## config.mk

```make
export PLATFORM = sky130hd
export DESIGN_NAME = circular_list_store_top_flat
export DESIGN_NICKNAME = d
export VERILOG_FILES = /design/src/hdl/cls_pkg.sv /design/src/hdl/cls_req_if.sv /design/src/hdl/cls_rsp_if.sv /design/src/hdl/cls_out_fifo.sv /design/src/hdl/circular_list_store_top.sv /design/src/flat_wrapper.sv
export VERILOG_INCLUDE_DIRS = /design/src /design/src/hdl
export SDC_FILE = /design/constraint.sdc
export NUM_CORES = 2
export LEC_CHECK = 0
export BUFFER_PORTS_ARGS = -buffer_cell sky130_fd_sc_hd__buf_4
export CORE_MARGIN = 4
export CORE_UTILIZATION = 46
export CTS_CLUSTER_SIZE = 10
export DETAILED_ROUTE_END_ITERATION = 6
export PLACE_DENSITY = 0.61
export SLEW_MARGIN = 30
export SYNTH_ARGS = -nofsm -noshare
export SYNTH_HDL_FRONTEND = slang
export SYNTH_SLANG_ARGS = --single-unit
```

## constraint.sdc

```tcl
create_clock -name clk -period 10.8 [get_ports clk]
set_input_delay 2.16 -clock clk [delete_from_list [all_inputs] [get_ports clk]]
set_output_delay 2.16 -clock clk [all_outputs]
set_load 0.01 [all_outputs]
```

## src/hdl/assert_macros.svh

```systemverilog
// Assertion macros shared by the circular list store RTL.
`ifndef ASSERT_MACROS_SVH
`define ASSERT_MACROS_SVH
`ifndef SYNTH
`define ASSERT_IMPLIES(lbl, clk, rst_n, ante, cons, msg) \
    lbl: assert property (@(posedge clk) disable iff (!rst_n) (ante) |-> (cons)) else $error(msg);
`define ASSERT_NEVER(lbl, clk, rst_n, cond, msg) \
    lbl: assert property (@(posedge clk) disable iff (!rst_n) !(cond)) else $error(msg);
`else
`define ASSERT_IMPLIES(lbl, clk, rst_n, ante, cons, msg)
`define ASSERT_NEVER(lbl, clk, rst_n, cond, msg)
`endif
`endif

```

## src/hdl/cls_pkg.sv

```systemverilog
// Types and constants of the circular list store.
`timescale 1ns / 1ps

package cls_pkg;

    localparam int unsigned CLS_CAPACITY = 64;
    localparam int unsigned FUNC_W       = 3;
    localparam int unsigned VALUE_W      = 32;
    localparam int unsigned STATUS_W     = 2;
    localparam int unsigned RCNT_W       = 7;
    localparam logic [RCNT_W-1:0] RCNT_MAX = 7'd127;

    typedef enum logic [FUNC_W-1:0] {
        FUNC_INS_FRONT = 3'd0,
        FUNC_INS_BACK  = 3'd1,
        FUNC_LIST      = 3'd2,
        FUNC_REMOVE    = 3'd3,
        FUNC_CLEAR     = 3'd4
    } func_t;

    typedef enum logic [STATUS_W-1:0] {
        ST_OK       = 2'd0,
        ST_EMPTY    = 2'd1,
        ST_FULL     = 2'd2,
        ST_NOTFOUND = 2'd3
    } status_t;

    typedef enum logic [1:0] {
        S_IDLE,
        S_LIST,
        S_REMOVE,
        S_RM_FIN
    } state_t;

    typedef struct packed {
        status_t             status;
        logic [VALUE_W-1:0]  item_value;
        logic [RCNT_W-1:0]   removed_count;
        logic                last;
    } cls_result_t;

endpackage

```

## src/hdl/cls_req_if.sv

```systemverilog
// Request channel: operation code and value.
`timescale 1ns / 1ps

interface cls_req_if;
    import cls_pkg::*;

    logic                       valid;
    logic                       ready;
    logic [FUNC_W-1:0]          func;
    logic signed [VALUE_W-1:0]  value;

    modport source (output valid, output func, output value, input ready);
    modport sink (input valid, input func, input value, output ready);
endinterface

```

## src/hdl/cls_rsp_if.sv

```systemverilog
// Result channel: status, listed entry, removed count and last marker.
`timescale 1ns / 1ps

interface cls_rsp_if;
    import cls_pkg::*;

    logic                       valid;
    logic                       ready;
    logic [STATUS_W-1:0]        status;
    logic signed [VALUE_W-1:0]  item_value;
    logic [RCNT_W-1:0]          removed_count;
    logic                       last;

    modport source (output valid, output status, output item_value,
                    output removed_count, output last, input ready);
    modport sink (input valid, input status, input item_value,
                  input removed_count, input last, output ready);
endinterface

```

## src/hdl/cls_out_fifo.sv

```systemverilog
// Two-entry result queue in front of the result channel.
`timescale 1ns / 1ps

module cls_out_fifo (
    input  logic                 clk,
    input  logic                 rst_n,
    input  logic                 push,
    input  cls_pkg::cls_result_t push_data,
    output logic [1:0]           count,
    output logic                 out_valid,
    input  logic                 out_ready,
    output cls_pkg::cls_result_t out_data
);
    import cls_pkg::*;

    cls_result_t slot_reg [2];
    logic        rd_ptr_reg;
    logic        rd_ptr_next;
    logic        wr_ptr_reg;
    logic        wr_ptr_next;
    logic [1:0]  cnt_reg;
    logic [1:0]  cnt_next;
    logic        pop;

    assign pop       = out_valid & out_ready;
    assign out_valid = (cnt_reg != 2'd0);
    assign out_data  = slot_reg[rd_ptr_reg];
    assign count     = cnt_reg;

    always_comb
    begin
        rd_ptr_next = rd_ptr_reg ^ pop;
        wr_ptr_next = wr_ptr_reg ^ push;
        cnt_next    = cnt_reg + 2'(push) - 2'(pop);
    end

    always_ff @(posedge clk or negedge rst_n)
    begin
        if (!rst_n)
        begin
            rd_ptr_reg <= 1'b0;
            wr_ptr_reg <= 1'b0;
            cnt_reg    <= 2'd0;
        end
        else
        begin
            rd_ptr_reg <= rd_ptr_next;
            wr_ptr_reg <= wr_ptr_next;
            cnt_reg    <= cnt_next;
        end
    end

    always_ff @(posedge clk)
    begin
        if (push)
        begin
            slot_reg[wr_ptr_reg] <= push_data;
        end
    end
endmodule

```

## src/hdl/circular_list_store_top.sv

```systemverilog
// Circular list store: ring buffer of 32-bit entries in one synchronous memory.
//
//  channel  dir  payload                                   handshake
//  req      in   func, value                               valid/ready
//  rsp      out  status, item_value, removed_count, last   valid/ready
//
// Insert and clear results pass the pending register, then the output queue; unused
// codes get no result. List and remove read one entry per cycle while the queue has room.
// Remove reads entry i and writes the kept entry back in the following cycle.
// Reset clears head and count; the memory is not swept, so no pass runs after reset.
// A stalled result channel holds the walk once the two-entry output queue and the pending register hold two results.
`timescale 1ns / 1ps
`include "assert_macros.svh"

module circular_list_store_top #(
    parameter int unsigned CAPACITY = cls_pkg::CLS_CAPACITY
) (
    input  logic      clk,
    input  logic      rst_n,
    cls_req_if.sink   req,
    cls_rsp_if.source rsp
);
    import cls_pkg::*;

    localparam int unsigned AW = (CAPACITY > 1) ? $clog2(CAPACITY) : 1;
    localparam int unsigned CW = $clog2(CAPACITY + 1);
    localparam logic [AW:0]   CAP_A    = (AW + 1)'(CAPACITY);
    localparam logic [AW-1:0] LAST_POS = AW'(CAPACITY - 1);
    localparam logic [CW-1:0] CAP_C    = CW'(CAPACITY);

    logic [VALUE_W-1:0] mem [CAPACITY];
    logic [VALUE_W-1:0] mem_q_reg;
    logic               mem_we;
    logic [AW-1:0]      mem_waddr;
    logic [VALUE_W-1:0] mem_wdata;
    logic               mem_re;
    logic [AW-1:0]      mem_raddr;

    state_t             state_reg, state_next;
    logic [AW-1:0]      head_reg, head_next;
    logic [CW-1:0]      count_reg, count_next;
    logic [AW-1:0]      idx_reg, idx_next;
    logic [CW-1:0]      kept_reg, kept_next;
    logic [VALUE_W-1:0] value_reg, value_next;
    logic               rm_cmp_valid_reg, rm_cmp_valid_next;
    logic               rm_cmp_last_reg, rm_cmp_last_next;

    logic               pend_valid_reg, pend_valid_next;
    status_t            pend_status_reg, pend_status_next;
    logic               pend_mem_reg, pend_mem_next;
    logic [RCNT_W-1:0]  pend_rcnt_reg, pend_rcnt_next;
    logic               pend_last_reg, pend_last_next;

    logic [1:0]         fifo_cnt;
    logic               pop;
    logic [2:0]         occ;
    logic               space_ok;
    logic               walk_last;
    cls_result_t        push_data;
    cls_result_t        out_data;

    function automatic logic [AW-1:0] ring(input logic [AW-1:0] base,
                                           input logic [AW-1:0] off);
        logic [AW:0] s;
        s = {1'b0, base} + {1'b0, off};
        if (s >= CAP_A)
        begin
            s = s - CAP_A;
        end
        return s[AW-1:0];
    endfunction

    assign pop       = rsp.valid & rsp.ready;
    assign occ       = 3'(fifo_cnt) + 3'(pend_valid_reg);
    // a read issued now pushes next cycle: leave room for it
    assign space_ok  = ((occ - 3'(pop)) <= 3'd1);
    assign walk_last = (CW'(idx_reg) == (count_reg - CW'(1)));

    always_comb
    begin
        logic [CW-1:0] kept_after;
        logic [CW-1:0] removed;

        state_next        = state_reg;
        head_next         = head_reg;
        count_next        = count_reg;
        idx_next          = idx_reg;
        kept_next         = kept_reg;
        value_next        = value_reg;
        rm_cmp_valid_next = 1'b0;
        rm_cmp_last_next  = 1'b0;
        pend_valid_next   = 1'b0;
        pend_status_next  = ST_OK;
        pend_mem_next     = 1'b0;
        pend_rcnt_next    = '0;
        pend_last_next    = 1'b0;
        mem_we            = 1'b0;
        mem_waddr         = '0;
        mem_wdata         = '0;
        mem_re            = 1'b0;
        mem_raddr         = '0;
        req.ready         = 1'b0;
        kept_after        = kept_reg;
        removed           = '0;

        unique case (state_reg)
            S_IDLE:
            begin
                req.ready = space_ok;
                if (req.valid && space_ok)
                begin
                    value_next = req.value;
                    case (func_t'(req.func)) inside
                        FUNC_INS_FRONT, FUNC_INS_BACK:
                        begin
                            pend_valid_next = 1'b1;
                            pend_last_next  = 1'b1;
                            if (count_reg == CAP_C)
                            begin
                                pend_status_next = ST_FULL;
                            end
                            else
                            begin
                                mem_we     = 1'b1;
                                mem_wdata  = req.value;
                                count_next = count_reg + CW'(1);
                                if (func_t'(req.func) == FUNC_INS_FRONT)
                                begin
                                    head_next = (head_reg == '0) ? LAST_POS
                                                                 : head_reg - AW'(1);
                                    mem_waddr = head_next;
                                end
                                else
                                begin
                                    mem_waddr = ring(head_reg, count_reg[AW-1:0]);
                                end
                            end
                        end
                        FUNC_LIST, FUNC_REMOVE:
                        begin
                            if (count_reg == '0)
                            begin
                                pend_valid_next  = 1'b1;
                                pend_status_next = ST_EMPTY;
                                pend_last_next   = 1'b1;
                            end
                            else
                            begin
                                idx_next   = '0;
                                kept_next  = '0;
                                state_next = (func_t'(req.func) == FUNC_LIST) ? S_LIST
                                                                              : S_REMOVE;
                            end
                        end
                        FUNC_CLEAR:
                        begin
                            pend_valid_next = 1'b1;
                            pend_last_next  = 1'b1;
                            if (count_reg == '0)
                            begin
                                pend_status_next = ST_EMPTY;
                            end
                            else
                            begin
                                count_next = '0;
                            end
                        end
                        default:
                        begin
                            // unused codes: drop the word
                        end
                    endcase
                end
            end
            S_LIST:
            begin
                if (space_ok)
                begin
                    mem_re          = 1'b1;
                    mem_raddr       = ring(head_reg, idx_reg);
                    pend_valid_next = 1'b1;
                    pend_mem_next   = 1'b1;
                    pend_last_next  = walk_last;
                    idx_next        = idx_reg + AW'(1);
                    if (walk_last)
                    begin
                        state_next = S_IDLE;
                    end
                end
            end
            S_REMOVE:
            begin
                if (space_ok)
                begin
                    mem_re            = 1'b1;
                    mem_raddr         = ring(head_reg, idx_reg);
                    rm_cmp_valid_next = 1'b1;
                    rm_cmp_last_next  = walk_last;
                    idx_next          = idx_reg + AW'(1);
                    if (walk_last)
                    begin
                        state_next = S_RM_FIN;
                    end
                end
            end
            S_RM_FIN:
            begin
                // wait for the final compare
            end
            default:
            begin
                state_next = S_IDLE;
            end
        endcase

        // compare stage of remove: keep non-matching entries, packed to the front
        if (rm_cmp_valid_reg)
        begin
            if (mem_q_reg != value_reg)
            begin
                mem_we     = 1'b1;
                mem_waddr  = ring(head_reg, kept_reg[AW-1:0]);
                mem_wdata  = mem_q_reg;
                kept_after = kept_reg + CW'(1);
            end
            kept_next = kept_after;
            if (rm_cmp_last_reg)
            begin
                removed         = count_reg - kept_after;
                count_next      = kept_after;
                state_next      = S_IDLE;
                pend_valid_next = 1'b1;
                pend_last_next  = 1'b1;
                if (removed == '0)
                begin
                    pend_status_next = ST_NOTFOUND;
                end
                else if (32'(removed) > 32'(RCNT_MAX))
                begin
                    pend_rcnt_next = RCNT_MAX;
                end
                else
                begin
                    pend_rcnt_next = RCNT_W'(removed);
                end
            end
        end
    end

    always_ff @(posedge clk or negedge rst_n)
    begin
        if (!rst_n)
        begin
            state_reg        <= S_IDLE;
            head_reg         <= '0;
            count_reg        <= '0;
            idx_reg          <= '0;
            kept_reg         <= '0;
            rm_cmp_valid_reg <= 1'b0;
            rm_cmp_last_reg  <= 1'b0;
            pend_valid_reg   <= 1'b0;
        end
        else
        begin
            state_reg        <= state_next;
            head_reg         <= head_next;
            count_reg        <= count_next;
            idx_reg          <= idx_next;
            kept_reg         <= kept_next;
            rm_cmp_valid_reg <= rm_cmp_valid_next;
            rm_cmp_last_reg  <= rm_cmp_last_next;
            pend_valid_reg   <= pend_valid_next;
        end
    end

    always_ff @(posedge clk)
    begin
        value_reg       <= value_next;
        pend_status_reg <= pend_status_next;
        pend_mem_reg    <= pend_mem_next;
        pend_rcnt_reg   <= pend_rcnt_next;
        pend_last_reg   <= pend_last_next;
    end

    always_ff @(posedge clk)
    begin
        if (mem_we)
        begin
            mem[mem_waddr] <= mem_wdata;
        end
        if (mem_re)
        begin
            mem_q_reg <= mem[mem_raddr];
        end
    end

    always_comb
    begin
        push_data.status        = pend_status_reg;
        push_data.item_value    = pend_mem_reg ? mem_q_reg : '0;
        push_data.removed_count = pend_rcnt_reg;
        push_data.last          = pend_last_reg;
    end

    cls_out_fifo u_out_fifo (
        .clk       (clk),
        .rst_n     (rst_n),
        .push      (pend_valid_reg),
        .push_data (push_data),
        .count     (fifo_cnt),
        .out_valid (rsp.valid),
        .out_ready (rsp.ready),
        .out_data  (out_data)
    );

    assign rsp.status        = out_data.status;
    assign rsp.item_value    = out_data.item_value;
    assign rsp.removed_count = out_data.removed_count;
    assign rsp.last          = out_data.last;

    `ASSERT_NEVER(a_queue_overflow, clk, rst_n, pend_valid_reg && (fifo_cnt == 2'd2), "result queue overflow")
    `ASSERT_NEVER(a_count_range, clk, rst_n, 32'(count_reg) > CAPACITY, "entry count above capacity")
    `ASSERT_NEVER(a_rw_collide, clk, rst_n, mem_we && mem_re && (mem_waddr == mem_raddr), "read and write hit one entry")
    `ASSERT_IMPLIES(a_cmp_in_remove, clk, rst_n, rm_cmp_valid_reg, (state_reg == S_REMOVE) || (state_reg == S_RM_FIN), "compare stage outside remove")
endmodule
```

## src/flat_wrapper.sv

```systemverilog
// flat-port wrapper written by rule: the top's interface ports become plain ports
module circular_list_store_top_flat import cls_pkg::*;
#(
    parameter int unsigned CAPACITY = cls_pkg::CLS_CAPACITY
)
  (clk, rst_n, req_valid, req_func, req_value, req_ready, rsp_valid, rsp_status, rsp_item_value, rsp_removed_count, rsp_last, rsp_ready);
  cls_req_if req_i ();
  cls_rsp_if rsp_i ();
  input  logic clk;
  input  logic rst_n;
  input wire logic [$bits(req_i.valid)-1:0] req_valid;
  input wire logic [$bits(req_i.func)-1:0] req_func;
  input wire logic [$bits(req_i.value)-1:0] req_value;
  output wire logic [$bits(req_i.ready)-1:0] req_ready;
  output wire logic [$bits(rsp_i.valid)-1:0] rsp_valid;
  output wire logic [$bits(rsp_i.status)-1:0] rsp_status;
  output wire logic [$bits(rsp_i.item_value)-1:0] rsp_item_value;
  output wire logic [$bits(rsp_i.removed_count)-1:0] rsp_removed_count;
  output wire logic [$bits(rsp_i.last)-1:0] rsp_last;
  input wire logic [$bits(rsp_i.ready)-1:0] rsp_ready;
  assign req_i.valid = req_valid;
  assign req_i.func = req_func;
  assign req_i.value = req_value;
  assign req_ready = req_i.ready;
  assign rsp_valid = rsp_i.valid;
  assign rsp_status = rsp_i.status;
  assign rsp_item_value = rsp_i.item_value;
  assign rsp_removed_count = rsp_i.removed_count;
  assign rsp_last = rsp_i.last;
  assign rsp_i.ready = rsp_ready;
  circular_list_store_top #(.CAPACITY(CAPACITY)) u_core (.clk(clk), .rst_n(rst_n), .req(req_i), .rsp(rsp_i));
endmodule
```

==> key figures <==
Run status
  – Status: complete, no violations

Pwr
  – Int Power: 19.7 mW
  – Max VDD drop: 0.229 mV
  – Clock power frac: between 20% and 30%
  – Net Switching: 11.4 mW
  – PwrDens: ~300 mW/mm^2
  – Combinational fraction of design power: roughly two fifths
  – Register share of total power: a little over a third
  – Switching share of power: 36.6%
  – P_leak: roughly 34 nW

Timing
  – Max Clock Skew: between 40 and 50 ps
  – Final worst-path cycle share: between 60% and 70%
  – Worst-Margin Slew: ~1000 ps
  – Setup violations, final: 0
  – Worst relative slew slack: a little under a third
  – Final setup TNS: 0 ps
  – Unrepaired setup endpoints after global routing: false
  – Slew Limit Fails: 0
  – Minimum clock period: around 7500 ps
  – WHS: 425 ps
  – Fmax: between 100 and 150 MHz
  – Final Hold Viols: 0

Yosys
  – Dominant synthesized flop cell: edfxtp_1
  – Simple-Gate Fraction of Synth Area: around 7.4%
  – Async SR Flop Fraction: roughly 1.6%
  – Synthesized area: between 0.09 and 0.1 mm^2
  – Mux contribution to synthesized area: under 10%
  – Post-Synth XOR/XNOR Area: less than 1%
  – Netlist cell types: 69
  – Net Count, Synth: around 6k
  – Syn avg cell area: 15.4 um^2
  – Seq/Total Area, Yosys: around three quarters
  – Adder-Cell Fraction of Synth Area: less than 1%
  – #FFs+latches synth: roughly 2.2k
  – Complex-gate fraction of the synthesized area: about a tenth
  – Largest family of logic cells by synthesized area: compound AO/OA/AOI/OAI gates
  – Post-Synthesis Cells: between 5k and 6k
  – Post-synth EDFFs: about 2.2k
  – Synth warn: 0

Placed design
  – HPWL after DPL: 130,000 um
  – IO buf count: 82
  – Placer congestion estimate: between 0.8 and 0.9
  – Area after DPL: 0.0957 mm^2

Clocking
  – Worst-Skew Late Latency: slightly above 900 ps
  – Post-CTS resize count: 0
  – Clock sink total: ~2.2k
  – CTS root buf: clkbuf_16
  – Max Root-Sink Buffers: 4
  – # H-tree levels: 5
  – CTS buffer count: between 200 and 300
  – Post-CTS Setup Bufs: 0
  – Worst-path clk slew: about 50 ps
  – CTS Hold Bufs: 0
  – CTS tree: built

Route
  – Avg WL per Cell: about 28 um
  – Routed vias: around 53k
  – Post-route DRC: 0
  – Routed WL: between 200,000 and 250,000 um
  – Avg Vias per Cell: approximately 6.2
  – Iteration-0 DRC count of the detailed router: 5,608
  – Antenna Violating Nets Remaining: 0
  – Router iterations before antenna repair: 5

GRT
  – Largest net degree at the start of global routing: a little under 200
  – Global-route wire length before repair: around 350,000 um
  – Initial antenna violation count: 6
  – Vias in the first global route: 52.0k
  – Grt total ovfl: 0
  – Total GRT Usage: ~23%

Setup path
  – Crit Path Class: input pin to register
  – Worst Path Arrival: 8130 ps
  – CP Capture Type: register
  – Crit start category: input pin
  – WP buf/inv: 6
  – Critical Path Fanout Max: 76
  – R2R depth: 19
  – CP max-delay cell: mux2i_1
  – Crit-path leading delay family: buffers and inverters
  – Reg-to-reg startpoint: u_core.u_out_fifo.count[1]$_DFF_PN0_
  – Worst path required time: 11,400 ps
  – Reg2Reg Setup Slack: 3860 ps
  – Crit-path cells: buf_4 > and2_1 > ha_1 > inv_1 > ha_1 > fa_1 > xnor2_1 > nor2_2 > nand2_8 > inv_4 > nand2_8 > buf_12 > buf_12 > buf_4 > a211oi_1 > a31oi_1 > mux4_2 > mux2i_1 > mux2i_1
  – R2r endpoint: u_core.mem_q_reg[22]$_DFFE_PP_
  – Slowest stage delay, CP: 560 ps

Cells and area
  – Final #Nets: slightly above 6k
  – Post-route cell area: slightly above 0.1 mm^2
  – FILL cells: approximately 16k
  – Layout cells sized above 1: roughly 14%
  – Area of the multi-input gates: around 0.023 mm^2
  – Area Overhead vs Synth: 13.4%
  – Max reg flops: 2,048
  – Seq. cell area: 0.0670 mm^2

Floorplanning
  – Core area: 0.196 mm^2
  – Starting Density: 46.4%
  – Die area: 0.205 mm^2
  – # rows: roughly 160
  – Top Ports: slightly above 80
  – Die Span Y: between 400 and 500 um
  – Die Width: 453 um

Hold path
  – Hold depth: 0
  – Hold Path Class: register to register
  – Hold wc startpoint: u_core.pend_rcnt_reg[2]$_SDFF_PP0_
  – Hold EP: u_core.u_out_fifo.slot_reg[0][3]$_DFFE_PP_

Flow run
  – Maxcap violations: 0
## per-stage QoR
stage,util [%],cells,setup slack (ps),power [mW]
2_1_floorplan,-,5910,1730,19.1
3_3_place_gp,48.8,8346,2590,23.0
3_5_place_dp,48.9,8346,2600,23.2
4_1_cts,52.6,8666,3550,31.1
5_1_grt,52.7,8669,3090,32.5
6_report,52.7,8669,3270,31.0
## Yosys cell counts (all sizes together), types with 105 or more instances
master / n / area share, %
edfxtp: 2196 / 73
a211oi: 258 / 2.1
nand2b: 265 / 1.8
o22ai: 262 / 1.8
clkbuf: 340 / 1.4
o221ai: 258 / 2.5
and2: 301 / 2.1
a31oi: 258 / 1.8
nand2: 631 / 2.6
mux4: 128 / 3.2
buf: 105 / 0.57
o21ai: 316 / 1.7
## layout by cell type, fill, tap and decap left out, types with 34 or more instances in the layout
cell type     n
edfxtp_1   2196
nand2_1     624
and2_1      298
clkbuf_16   287
nand2b_1    265
o22ai_1     262
a31oi_1     258
o221ai_1    258
a211oi_1    256
o21ai_0     236
buf_4       231
mux4_2      128
mux2i_1     100
nor2_4       64
xor2_1       47
mux2_2       45
o21ai_1      44
nor2_1       37
dfrtp_1      34
## worst max path at each step
stage | endpoint | slack (ps) | depth (start not counted) | startpoint
2_1_floorplan | u_core.mem[0][10]$_DFFE_PP_ | 1730 | 12 | rsp_ready
3_3_place_gp | u_core.mem_q_reg[28]$_DFFE_PP_ | 2590 | 19 | rsp_ready
3_5_place_dp | u_core.mem_q_reg[24]$_DFFE_PP_ | 2600 | 19 | rsp_ready
4_1_cts | u_core.mem_q_reg[22]$_DFFE_PP_ | 3550 | 19 | rsp_ready
5_1_grt | u_core.mem_q_reg[22]$_DFFE_PP_ | 3090 | 19 | rsp_ready
6_report | u_core.mem_q_reg[22]$_DFFE_PP_ | 3270 | 19 | rsp_ready
## area by class of cell
type                    count  share of cell area [%]
repair buffers            259                    2.24
well taps                2624                    3.18
flip-flops and latches   2242                    65.0
multi-input cells        3198                    22.3
clock inverters            10                  0.0995
diodes                      1                 0.00243
inverters                  25                  0.0935
clock buffers             310                    7.06
## logic make-up (layout without fill, tap and decap cells)
group | after synthesis | count (layout)
AOI/OAI and AO/OA | 1437 | 1437
xor gates and xnor gates | 78 | 78
adders and majority gates | 40 | 40
buffers and inverters | 470 | 604
DFF | 2242 | 2242
muxes | 275 | 275
other | 0 | 1
and+or+nand+nor | 1368 | 1368
## routing by layer
metal  share of wire [%]  up-vias  GRT usage (%)
met1                  42    27344           32.7
met3                 7.9      398           3.84
met5               0.024        -              0
met4                 2.4        4           6.47
met2                  48     2246           37.4
li1                    -    23340              -
## power by group through the flow
stage / registers, mW / clock network [mW] / logic, mW
after floorplan: 11.0 / 0 / 8.07
after global placement: 11.1 / 0 / 11.9
after detailed placement: 11.1 / 0 / 12.1
after CTS: 10.9 / 8.08 / 12.1
after global routing: 10.9 / 8.43 / 13.1
final: 10.9 / 7.93 / 12.2
No activity file was read; power rests on OpenSTA's default activity.
